==> config.mk <==
export PLATFORM = sky130hd
export DESIGN_NAME = md5_message_digest_core
export DESIGN_NICKNAME = d
export VERILOG_FILES = /design/src/hw/rtl/md5md_pkg.sv /design/src/hw/rtl/md5md_compress.sv /design/src/hw/rtl/md5_message_digest_core.sv
export SDC_FILE = /design/constraint.sdc
export NUM_CORES = 2
export LEC_CHECK = 0
export ABC_AREA = 1
export BUFFER_PORTS_ARGS = -buffer_cell sky130_fd_sc_hd__buf_2
export CAP_MARGIN = 20
export CORE_UTILIZATION = 50
export CTS_CLUSTER_SIZE = 28
export DETAILED_ROUTE_END_ITERATION = 10
export PLACE_DENSITY = 0.65
export SLEW_MARGIN = 10
export SYNTH_ARGS = -nofsm -noshare
export SYNTH_HDL_FRONTEND = slang
export SYNTH_SLANG_ARGS = --single-unit
==> constraint.sdc <==
create_clock -name aclk -period 17.5 [get_ports aclk]
set_clock_uncertainty 0.15 [all_clocks]
set_input_delay 0.875 -clock aclk [delete_from_list [all_inputs] [get_ports aclk]]
set_output_delay 0.875 -clock aclk [all_outputs]
set_load 0.02 [all_outputs]
==> src/hw/rtl/md5md_pkg.sv <==
package md5md_pkg;

    localparam logic [31:0] CHAIN_INIT_A = 32'h67452301;
    localparam logic [31:0] CHAIN_INIT_B = 32'hefcdab89;
    localparam logic [31:0] CHAIN_INIT_C = 32'h98badcfe;
    localparam logic [31:0] CHAIN_INIT_D = 32'h10325476;

    localparam logic [7:0] PAD_BYTE = 8'h80;

    localparam logic [31:0] ROUND_K [64] = '{
        32'hd76aa478, 32'he8c7b756, 32'h242070db, 32'hc1bdceee,
        32'hf57c0faf, 32'h4787c62a, 32'ha8304613, 32'hfd469501,
        32'h698098d8, 32'h8b44f7af, 32'hffff5bb1, 32'h895cd7be,
        32'h6b901122, 32'hfd987193, 32'ha679438e, 32'h49b40821,
        32'hf61e2562, 32'hc040b340, 32'h265e5a51, 32'he9b6c7aa,
        32'hd62f105d, 32'h02441453, 32'hd8a1e681, 32'he7d3fbc8,
        32'h21e1cde6, 32'hc33707d6, 32'hf4d50d87, 32'h455a14ed,
        32'ha9e3e905, 32'hfcefa3f8, 32'h676f02d9, 32'h8d2a4c8a,
        32'hfffa3942, 32'h8771f681, 32'h6d9d6122, 32'hfde5380c,
        32'ha4beea44, 32'h4bdecfa9, 32'hf6bb4b60, 32'hbebfbc70,
        32'h289b7ec6, 32'heaa127fa, 32'hd4ef3085, 32'h04881d05,
        32'hd9d4d039, 32'he6db99e5, 32'h1fa27cf8, 32'hc4ac5665,
        32'hf4292244, 32'h432aff97, 32'hab9423a7, 32'hfc93a039,
        32'h655b59c3, 32'h8f0ccc92, 32'hffeff47d, 32'h85845dd1,
        32'h6fa87e4f, 32'hfe2ce6e0, 32'ha3014314, 32'h4e0811a1,
        32'hf7537e82, 32'hbd3af235, 32'h2ad7d2bb, 32'heb86d391
    };

    typedef logic [3:0][31:0] md5md_chain_t;

    typedef struct packed {
        logic        wr_en;
        logic [3:0]  wr_addr;
        logic [31:0] wr_data;
        logic        start;
    } md5md_cmp_ctrl_t;

    typedef struct packed {
        logic busy;
        logic done;
    } md5md_cmp_stat_t;

    function automatic logic [31:0] rotl32(input logic [31:0] v, input logic [4:0] s);
        logic [63:0] dbl;
        dbl = {v, v} << s;
        return dbl[63:32];
    endfunction

    // Per-round rotate amount: four values per group of sixteen rounds.
    function automatic logic [4:0] rot_amount(input logic [5:0] r);
        logic [4:0] amt;
        unique case ({r[5:4], r[1:0]})
            4'b00_00: amt = 5'd7;
            4'b00_01: amt = 5'd12;
            4'b00_10: amt = 5'd17;
            4'b00_11: amt = 5'd22;
            4'b01_00: amt = 5'd5;
            4'b01_01: amt = 5'd9;
            4'b01_10: amt = 5'd14;
            4'b01_11: amt = 5'd20;
            4'b10_00: amt = 5'd4;
            4'b10_01: amt = 5'd11;
            4'b10_10: amt = 5'd16;
            4'b10_11: amt = 5'd23;
            4'b11_00: amt = 5'd6;
            4'b11_01: amt = 5'd10;
            4'b11_10: amt = 5'd15;
            4'b11_11: amt = 5'd21;
        endcase
        return amt;
    endfunction

    // Message word used by round r.
    function automatic logic [3:0] msg_index(input logic [5:0] r);
        logic [3:0] lo;
        logic [3:0] idx;
        lo = r[3:0];
        unique case (r[5:4])
            2'd0: idx = lo;
            2'd1: idx = 4'(lo * 4'd5 + 4'd1);
            2'd2: idx = 4'(lo * 4'd3 + 4'd5);
            2'd3: idx = 4'(lo * 4'd7);
        endcase
        return idx;
    endfunction

endpackage

==> src/hw/rtl/md5md_compress.sv <==
module md5md_compress (
    input  logic                          aclk,
    input  logic                          aresetn,
    input  md5md_pkg::md5md_cmp_ctrl_t    ctrl,
    input  md5md_pkg::md5md_chain_t       chain_in,
    output md5md_pkg::md5md_cmp_stat_t    stat,
    output md5md_pkg::md5md_chain_t       chain_out
);

    localparam logic [1:0] CP_IDLE  = 2'd0;
    localparam logic [1:0] CP_ROUND = 2'd1;
    localparam logic [1:0] CP_ADD   = 2'd2;

    logic [31:0] block_mem [16];
    logic [31:0] rd_data_reg;
    logic [3:0]  rd_addr;

    logic [1:0]  phase_reg, phase_next;
    logic [5:0]  rnd_reg, rnd_next;
    logic [5:0]  rnd_inc;
    logic [31:0] a_reg, b_reg, c_reg, d_reg, ak_reg;
    logic [31:0] f_val, tmp_sum, b_new;

    always_comb begin
        unique case (rnd_reg[5:4])
            2'd0: f_val = (b_reg & c_reg) | (~b_reg & d_reg);
            2'd1: f_val = (b_reg & d_reg) | (c_reg & ~d_reg);
            2'd2: f_val = b_reg ^ c_reg ^ d_reg;
            2'd3: f_val = c_reg ^ (b_reg | ~d_reg);
        endcase
        // a + K was folded in during the previous round (for round 0, when the compression starts).
        tmp_sum = ak_reg + f_val + rd_data_reg;
        b_new   = b_reg + md5md_pkg::rotl32(tmp_sum, md5md_pkg::rot_amount(rnd_reg));
        rnd_inc = rnd_reg + 6'd1;
        // The word for the next round is read during the current round and registered.
        rd_addr = (phase_reg == CP_ROUND) ? md5md_pkg::msg_index(rnd_inc) : 4'd0;
    end

    always_comb begin
        phase_next = phase_reg;
        rnd_next   = rnd_reg;
        unique case (phase_reg)
            CP_IDLE: begin
                if (ctrl.start) begin
                    phase_next = CP_ROUND;
                    rnd_next   = 6'd0;
                end
            end
            CP_ROUND: begin
                rnd_next = rnd_inc;
                if (rnd_reg == 6'd63) begin
                    phase_next = CP_ADD;
                end
            end
            CP_ADD: phase_next = CP_IDLE;
            default: phase_next = CP_IDLE;
        endcase
    end

    always_ff @(posedge aclk) begin
        if (!aresetn) begin
            phase_reg <= CP_IDLE;
            rnd_reg   <= 6'd0;
        end else begin
            phase_reg <= phase_next;
            rnd_reg   <= rnd_next;
        end
    end

    always_ff @(posedge aclk) begin
        if (phase_reg == CP_IDLE && ctrl.start) begin
            a_reg  <= chain_in[0];
            b_reg  <= chain_in[1];
            c_reg  <= chain_in[2];
            d_reg  <= chain_in[3];
            ak_reg <= chain_in[0] + md5md_pkg::ROUND_K[0];
        end else if (phase_reg == CP_ROUND) begin
            a_reg  <= d_reg;
            b_reg  <= b_new;
            c_reg  <= b_reg;
            d_reg  <= c_reg;
            ak_reg <= d_reg + md5md_pkg::ROUND_K[rnd_inc];
        end
    end

    always_ff @(posedge aclk) begin
        if (ctrl.wr_en) begin
            block_mem[ctrl.wr_addr] <= ctrl.wr_data;
        end
        rd_data_reg <= block_mem[rd_addr];
    end

    assign chain_out[0] = chain_in[0] + a_reg;
    assign chain_out[1] = chain_in[1] + b_reg;
    assign chain_out[2] = chain_in[2] + c_reg;
    assign chain_out[3] = chain_in[3] + d_reg;

    assign stat.busy = (phase_reg != CP_IDLE);
    assign stat.done = (phase_reg == CP_ADD);

    a_start_idle: assert property (@(posedge aclk) disable iff (!aresetn)
        ctrl.start |-> phase_reg == CP_IDLE)
        else $error("compression started while busy");

    a_no_write_busy: assert property (@(posedge aclk) disable iff (!aresetn)
        ctrl.wr_en |-> phase_reg == CP_IDLE)
        else $error("block store written during compression");

    a_add_after_last: assert property (@(posedge aclk) disable iff (!aresetn)
        phase_reg == CP_ADD |-> $past(rnd_reg) == 6'd63)
        else $error("final add without sixty-four rounds");

    a_add_one_cycle: assert property (@(posedge aclk) disable iff (!aresetn)
        phase_reg == CP_ADD |=> phase_reg == CP_IDLE)
        else $error("final add lasted more than one cycle");

endmodule

==> src/hw/rtl/md5_message_digest_core.sv <==
// Channel | Direction | tdata       | tuser      | tlast
// s_      | in        | data_byte   | byte_valid | msg_end
// m_      | out       | digest_byte | -          | digest_last
//
// An item without an end mark leaves s_tready high, unless it completes a 64-byte block.
// The item that completes a block starts the compression in its own accepting cycle, and
// s_tready then stays low through it (64 rounds at one round per cycle through the block
// store's read port, one final add). An end item then pads one store word per cycle (the
// last word starts a compression), runs one or two such compressions, and presents 16 digest items,
// one per cycle when m_tready is high. s_tready is low from the end item until the last
// digest item is taken. aresetn is synchronous; the block store needs no clearing after reset.
module md5_message_digest_core (
    input  logic       aclk,
    input  logic       aresetn,
    input  logic       s_tvalid,
    output logic       s_tready,
    input  logic [7:0] s_tdata,   // [7:0] data_byte
    input  logic       s_tuser,   // [0] byte_valid
    input  logic       s_tlast,
    output logic       m_tvalid,
    input  logic       m_tready,
    output logic [7:0] m_tdata,   // [7:0] digest_byte
    output logic       m_tlast
);

    localparam logic [1:0] ST_IDLE  = 2'd0;
    localparam logic [1:0] ST_SWEEP = 2'd1;
    localparam logic [1:0] ST_COMP  = 2'd2;
    localparam logic [1:0] ST_OUT   = 2'd3;

    logic [1:0]  state_reg, state_next;
    logic [5:0]  fill_reg, fill_next;
    logic [60:0] len_reg, len_next;
    logic [31:0] word_reg, word_next;
    logic [3:0]  widx_reg, widx_next;
    logic [3:0]  ocnt_reg, ocnt_next;
    logic        end_pend_reg, end_pend_next;
    logic        pad_done_reg, pad_done_next;
    logic        final_reg, final_next;
    md5md_pkg::md5md_chain_t chain_reg, chain_next;

    md5md_pkg::md5md_cmp_ctrl_t ctrl;
    md5md_pkg::md5md_cmp_stat_t stat;
    md5md_pkg::md5md_chain_t    chain_sum;

    logic        in_acc, out_acc;
    logic [31:0] word_merge, pad_word, sweep_val;
    logic [63:0] bit_len;
    logic        final_sweep;

    md5md_compress u_compress (
        .aclk      (aclk),
        .aresetn   (aresetn),
        .ctrl      (ctrl),
        .chain_in  (chain_reg),
        .stat      (stat),
        .chain_out (chain_sum)
    );

    assign s_tready = (state_reg == ST_IDLE);
    assign m_tvalid = (state_reg == ST_OUT);
    assign in_acc   = s_tvalid && s_tready;
    assign out_acc  = m_tvalid && m_tready;
    assign m_tdata  = 8'(chain_reg[ocnt_reg[3:2]] >> {ocnt_reg[1:0], 3'b000});
    assign m_tlast  = (ocnt_reg == 4'd15);

    always_comb begin
        word_merge = (fill_reg[1:0] == 2'd0) ? 32'(s_tdata)
                   : word_reg | (32'(s_tdata) << {fill_reg[1:0], 3'b000});
        pad_word   = (fill_reg[1:0] == 2'd0) ? 32'(md5md_pkg::PAD_BYTE)
                   : word_reg | (32'(md5md_pkg::PAD_BYTE) << {fill_reg[1:0], 3'b000});
        bit_len    = {len_reg, 3'b000};
        // With 56 or more bytes in the block the length goes into a second block.
        final_sweep = pad_done_reg || (fill_reg[5:3] != 3'b111);
        priority if (!pad_done_reg && widx_reg == fill_reg[5:2]) begin
            sweep_val = pad_word;
        end else if (final_sweep && widx_reg == 4'd14) begin
            sweep_val = bit_len[31:0];
        end else if (final_sweep && widx_reg == 4'd15) begin
            sweep_val = bit_len[63:32];
        end else begin
            sweep_val = 32'd0;
        end
    end

    always_comb begin
        state_next    = state_reg;
        fill_next     = fill_reg;
        len_next      = len_reg;
        word_next     = word_reg;
        widx_next     = widx_reg;
        ocnt_next     = ocnt_reg;
        end_pend_next = end_pend_reg;
        pad_done_next = pad_done_reg;
        final_next    = final_reg;
        chain_next    = chain_reg;
        ctrl          = '0;

        unique case (state_reg)
            ST_IDLE: begin
                if (in_acc) begin
                    if (s_tuser) begin
                        word_next     = word_merge;
                        fill_next     = fill_reg + 6'd1;
                        len_next      = len_reg + 61'd1;
                        ctrl.wr_en    = (fill_reg[1:0] == 2'd3);
                        ctrl.wr_addr  = fill_reg[5:2];
                        ctrl.wr_data  = word_merge;
                    end
                    if (s_tuser && fill_reg == 6'd63) begin
                        ctrl.start    = 1'b1;
                        final_next    = 1'b0;
                        end_pend_next = s_tlast;
                        state_next    = ST_COMP;
                    end else if (s_tlast) begin
                        end_pend_next = 1'b1;
                        widx_next     = fill_next[5:2];
                        state_next    = ST_SWEEP;
                    end
                end
            end
            ST_SWEEP: begin
                ctrl.wr_en   = 1'b1;
                ctrl.wr_addr = widx_reg;
                ctrl.wr_data = sweep_val;
                if (widx_reg == 4'd15) begin
                    ctrl.start    = 1'b1;
                    final_next    = final_sweep;
                    pad_done_next = 1'b1;
                    state_next    = ST_COMP;
                end else begin
                    widx_next = widx_reg + 4'd1;
                end
            end
            ST_COMP: begin
                if (stat.done) begin
                    chain_next = chain_sum;
                    if (final_reg) begin
                        ocnt_next  = 4'd0;
                        state_next = ST_OUT;
                    end else if (end_pend_reg) begin
                        widx_next  = pad_done_reg ? 4'd0 : fill_reg[5:2];
                        state_next = ST_SWEEP;
                    end else begin
                        state_next = ST_IDLE;
                    end
                end
            end
            ST_OUT: begin
                if (out_acc) begin
                    if (ocnt_reg == 4'd15) begin
                        chain_next    = {md5md_pkg::CHAIN_INIT_D, md5md_pkg::CHAIN_INIT_C,
                                         md5md_pkg::CHAIN_INIT_B, md5md_pkg::CHAIN_INIT_A};
                        fill_next     = 6'd0;
                        len_next      = 61'd0;
                        end_pend_next = 1'b0;
                        pad_done_next = 1'b0;
                        final_next    = 1'b0;
                        state_next    = ST_IDLE;
                    end else begin
                        ocnt_next = ocnt_reg + 4'd1;
                    end
                end
            end
            default: state_next = ST_IDLE;
        endcase
    end

    always_ff @(posedge aclk) begin
        if (!aresetn) begin
            state_reg    <= ST_IDLE;
            fill_reg     <= 6'd0;
            len_reg      <= 61'd0;
            widx_reg     <= 4'd0;
            ocnt_reg     <= 4'd0;
            end_pend_reg <= 1'b0;
            pad_done_reg <= 1'b0;
            final_reg    <= 1'b0;
            chain_reg    <= {md5md_pkg::CHAIN_INIT_D, md5md_pkg::CHAIN_INIT_C,
                             md5md_pkg::CHAIN_INIT_B, md5md_pkg::CHAIN_INIT_A};
        end else begin
            state_reg    <= state_next;
            fill_reg     <= fill_next;
            len_reg      <= len_next;
            widx_reg     <= widx_next;
            ocnt_reg     <= ocnt_next;
            end_pend_reg <= end_pend_next;
            pad_done_reg <= pad_done_next;
            final_reg    <= final_next;
            chain_reg    <= chain_next;
        end
    end

    always_ff @(posedge aclk) begin
        word_reg <= word_next;
    end

    a_out_blocks_in: assert property (@(posedge aclk) disable iff (!aresetn)
        m_tvalid |-> !s_tready)
        else $error("input item taken while digest is being delivered");

    a_start_busy: assert property (@(posedge aclk) disable iff (!aresetn)
        ctrl.start |=> stat.busy)
        else $error("compression did not start");

    a_out_hold: assert property (@(posedge aclk) disable iff (!aresetn)
        m_tvalid && !m_tready |=> m_tvalid && $stable(m_tdata) && $stable(m_tlast))
        else $error("digest item changed while waiting");

endmodule
==> summary.md <==
| Metric | Value |
|---|---|
| Top Usage Layer GRT | met2 |
| Final setup vio count | 0 |
| Die Span Y | between 300 and 400 microns |
| GRT overflow | 0 |
| GR Util All Layers | 36.0% |
| Worst-skew pair later-pin latency | between 0.7 and 0.8 ns |
| Hold Path Origin | s_tvalid |
| Routed length per instance | 24.5 microns |
| Row Count | roughly 130 |
| Die area | roughly 120000 sq um |
| Max FO, Critical Path | 25 |
| R2R cell count | a little over 40 |
| Met2 usage | 57.1% |
| Final Hold Vio Count | 0 |
| First-pass GRT wire length | about 340 mm |
| RSZ-0062 raised after global routing | false |
| Worst slew margin | about 23% |
| Root buf cell | clkbuf_16 |
| Power Dens Cells | ~94 nW/um^2 |
| R2R Path End | u_compress.b_reg[30]$_DFFE_PP_ |
| Reg-to-reg slack, setup | between 9 and 10 ns |
| Hold WS | about 0.31 ns |
| Largest family of logic cells by synthesized area | compound AO/OA/AOI/OAI gates |
| Mapped Area | about 61000 sq um |
| Final critical-path share of the clock period | 45.9% |
| Initial antenna violation count | 4 |
| Synth top area share | 34.4% |
| Iter 0 DRT Violations | ~7500 |
| Core region area | roughly 120000 sq um |
| Top cells by area, synth | edfxtp_1, nand2_1, dfxtp_1 |
| DRC Markers | 0 |
| Nets@finish | 7983 |
| Critical Path Source | u_compress.rnd_reg[4]$_SDFFE_PN0P_ |
| Post-route ant nets | 0 |
| Static Leak | 0.0271 uW |
| Detailed Place HPWL | between 150 and 200 mm |
| Ports | 25 |
| Tmin final | 8.03 ns |
| Most common cell in the synthesized netlist | nand2_1 |
| Clk slew on worst S/H paths | around 0.060 ns |
| Yosys reg bits | around 960 |
| WP data required | around 18 ns |
| PortBufs | 24 |
| Critical path's most frequent cell | nand2_1 |
| Vias per inst | a little over 6 |
| Maximum vdd drop | between 100 and 150 uV |
| Hold Path Depth | 3 |
| Initial Util | about half |
| Setup TNS | 0 ns |
| # hold bufs at CTS | 0 |
| DRT Pass-1 Iters | 8 |
| Die width | approximately 350 microns |
| Maximum clock rate | 124 MHz |
| Clock Tree Buf Depth | 3 |
| Yosys cell types | between 70 and 80 |
| Post-synthesis sequential area ratio | ~43% |
| Vias | ~58000 |
| Yosys Warn Count | 0 |
| Syn nets | a little over 8000 |
| TritonCTS Sinks | between 900 and 1000 |
| TritonCTS clock tree | built |
| Syn_area_per_cell | just under 8 sq um |
| Synth Flop Type | edfxtp_1 |
| H-tree level count | 3 |
| Mux contribution to synthesized area | less than 1% |
| Slew Limit Fails | 0 |
| Outcome | complete, no violations |
| Synth Instances | 7808 |
| Worst Hold Class | input pin to flip-flop |
| Critical path class | flip-flop to flip-flop |
| Largest net degree at the start of global routing | 191 |
| Crit-path slowest cell | o21ai_0 |
| Post-cts resize count | 0 |
| Synth Area in Compound Gates | 21.1% |
| Worst Tran Pin Value | between 1 and 1.5 ns |
| Leading cell types by count after synthesis | nand2_1, inv_1, o21ai_0, edfxtp_1, a21oi_1 |
| Met1 Usage GRT | a little under half |
| RePlAce Congestion | between 1 and 1.5 |
| CP peak stage delay | around 0.55 ns |
| Max FFs per register | around 510 |
| Synth Area in Adders | 6.53% |
| Worst EP arrival | between 8 and 9 ns |
| Vias in the first global route | between 50000 and 60000 |
| Reg2reg start | u_compress.rnd_reg[4]$_SDFFE_PN0P_ |
| Postcts setup bufs | 0 |
| Max-cap violations | 0 |
| TritonCTS buffer count | 106 |
| WL final | about 230 mm |
| Simple-gate portion of the synthesized area | about a fifth |
| Post-synth ARST share | 0% |
| Top cell type by total area after synthesis | edfxtp_1 |
| Ratio of cells with drive above 1 in the final layout | between 5 and 6% |
| Critical Path Start Type | flip-flop |
| Crit. End Element | flip-flop |
| XOR/XNOR Fraction of Synth Area | 1.17% |
| M3 GR Usage | 5.81% |
| Hold Path Sink | end_pend_reg$_SDFFE_PN0P_ |
| Area growth from synthesis to layout | 8.87% |
| EDFF count, synth | 704 |
[through the flow]
| stage | util (%) | area, sq um | setup WS (ns) | power (uW) | cells |
|---|---|---|---|---|---|
| after floorplan | - | 61400 | 10.84 | 3470 | 7808 |
| after global placement | 51.7 | 63000 | 9.81 | 3860 | 9187 |
| after detailed placement | 51.7 | 63000 | 9.74 | 3870 | 9187 |
| after CTS | 54.9 | 66800 | 9.70 | 6270 | 9389 |
| after global routing | 54.9 | 66800 | 8.93 | 6520 | 9392 |
| final | 54.9 | 66800 | 9.47 | 6270 | 9395 |
[layout by cell type (no fill, tap or decap), types with 19 or more instances in the layout]
master | netlist | final
a21o_1 | 20 | 20
a21oi_1 | 581 | 581
a221oi_1 | 19 | 19
a31oi_1 | 158 | 158
a32o_1 | 31 | 31
buf_2 | 56 | 23
buf_4 | 9 | 89
clkbuf_1 | 261 | 24
clkbuf_16 | 0 | 109
clkinv_2 | 0 | 20
dfxtp_1 | 253 | 251
edfxtp_1 | 704 | 704
fa_1 | 41 | 41
ha_1 | 255 | 254
inv_1 | 934 | 932
nand2_1 | 1615 | 1613
nand3_1 | 568 | 566
nand4_1 | 58 | 58
nor2_1 | 505 | 489
nor2_4 | 4 | 19
nor3_1 | 83 | 79
nor4_1 | 24 | 24
o2111ai_1 | 29 | 29
o211ai_1 | 65 | 65
o21a_1 | 34 | 34
o21ai_0 | 850 | 849
o21ai_1 | 72 | 73
o21bai_1 | 19 | 19
o221ai_1 | 157 | 157
o22ai_1 | 63 | 63
o31ai_1 | 42 | 41
or2_2 | 49 | 49
xnor2_1 | 31 | 31
xor2_1 | 51 | 51
[layer usage]
| metal | vias to the layer above | wire length, microns |
|---|---|---|
| met3 | 622 | 20600 |
| met5 | - | 27 |
| met1 | 27447 | 91800 |
| met2 | 2973 | 103000 |
| li1 | 27076 | - |
| met4 | 4 | 14300 |
[layout make-up]
class                           count  area, sq um
Sequential cell                   957        26200
Antenna cell                        3         7.51
Inverter                          954         3580
Timing Repair Buffer              116          863
Multi-Input combinational cell   5538        30400
Clock buffer                      138         2880
Clock inverter                     64          907
Tap cell                         1625         2030
Fill cell                       11427        54900
[logic make-up after synthesis]
group,Yosys count
adders and majority gates,296
DFF,957
xor gates and xnor gates,82
and+or+nand+nor,2946
muxes,2
AOI/OAI and AO/OA,2212
buffers and inverters,1313
[worst max-delay path by stage]
stage          depth (start not counted)                             end  slack, ns
2_1_floorplan                         13                       flip-flop      10.84
3_3_place_gp                          35  u_compress.b_reg[27]$_DFFE_PP_       9.81
3_5_place_dp                          41  u_compress.b_reg[30]$_DFFE_PP_       9.74
4_1_cts                               41  u_compress.b_reg[30]$_DFFE_PP_       9.70
5_1_grt                               43  u_compress.b_reg[22]$_DFFE_PP_       8.93
6_report                              41  u_compress.b_reg[30]$_DFFE_PP_       9.47
[critical path: cells and delay by family (launching register included)]
family | cells | cell delay (ns)
and+or+nand+nor | 21 | 2.58
adders and majority gates | 4 | 1.32
AOI/OAI and AO/OA | 9 | 2.22
DFF | 1 | 0.49
buffers and inverters | 7 | 0.98
[power breakdown]
group	switching, uW	internal, uW
combinational	874	376
clock	999	1430
sequential	37.9	2560
total	1910	4360
Note: power is estimated with default switching activity, not from simulation.
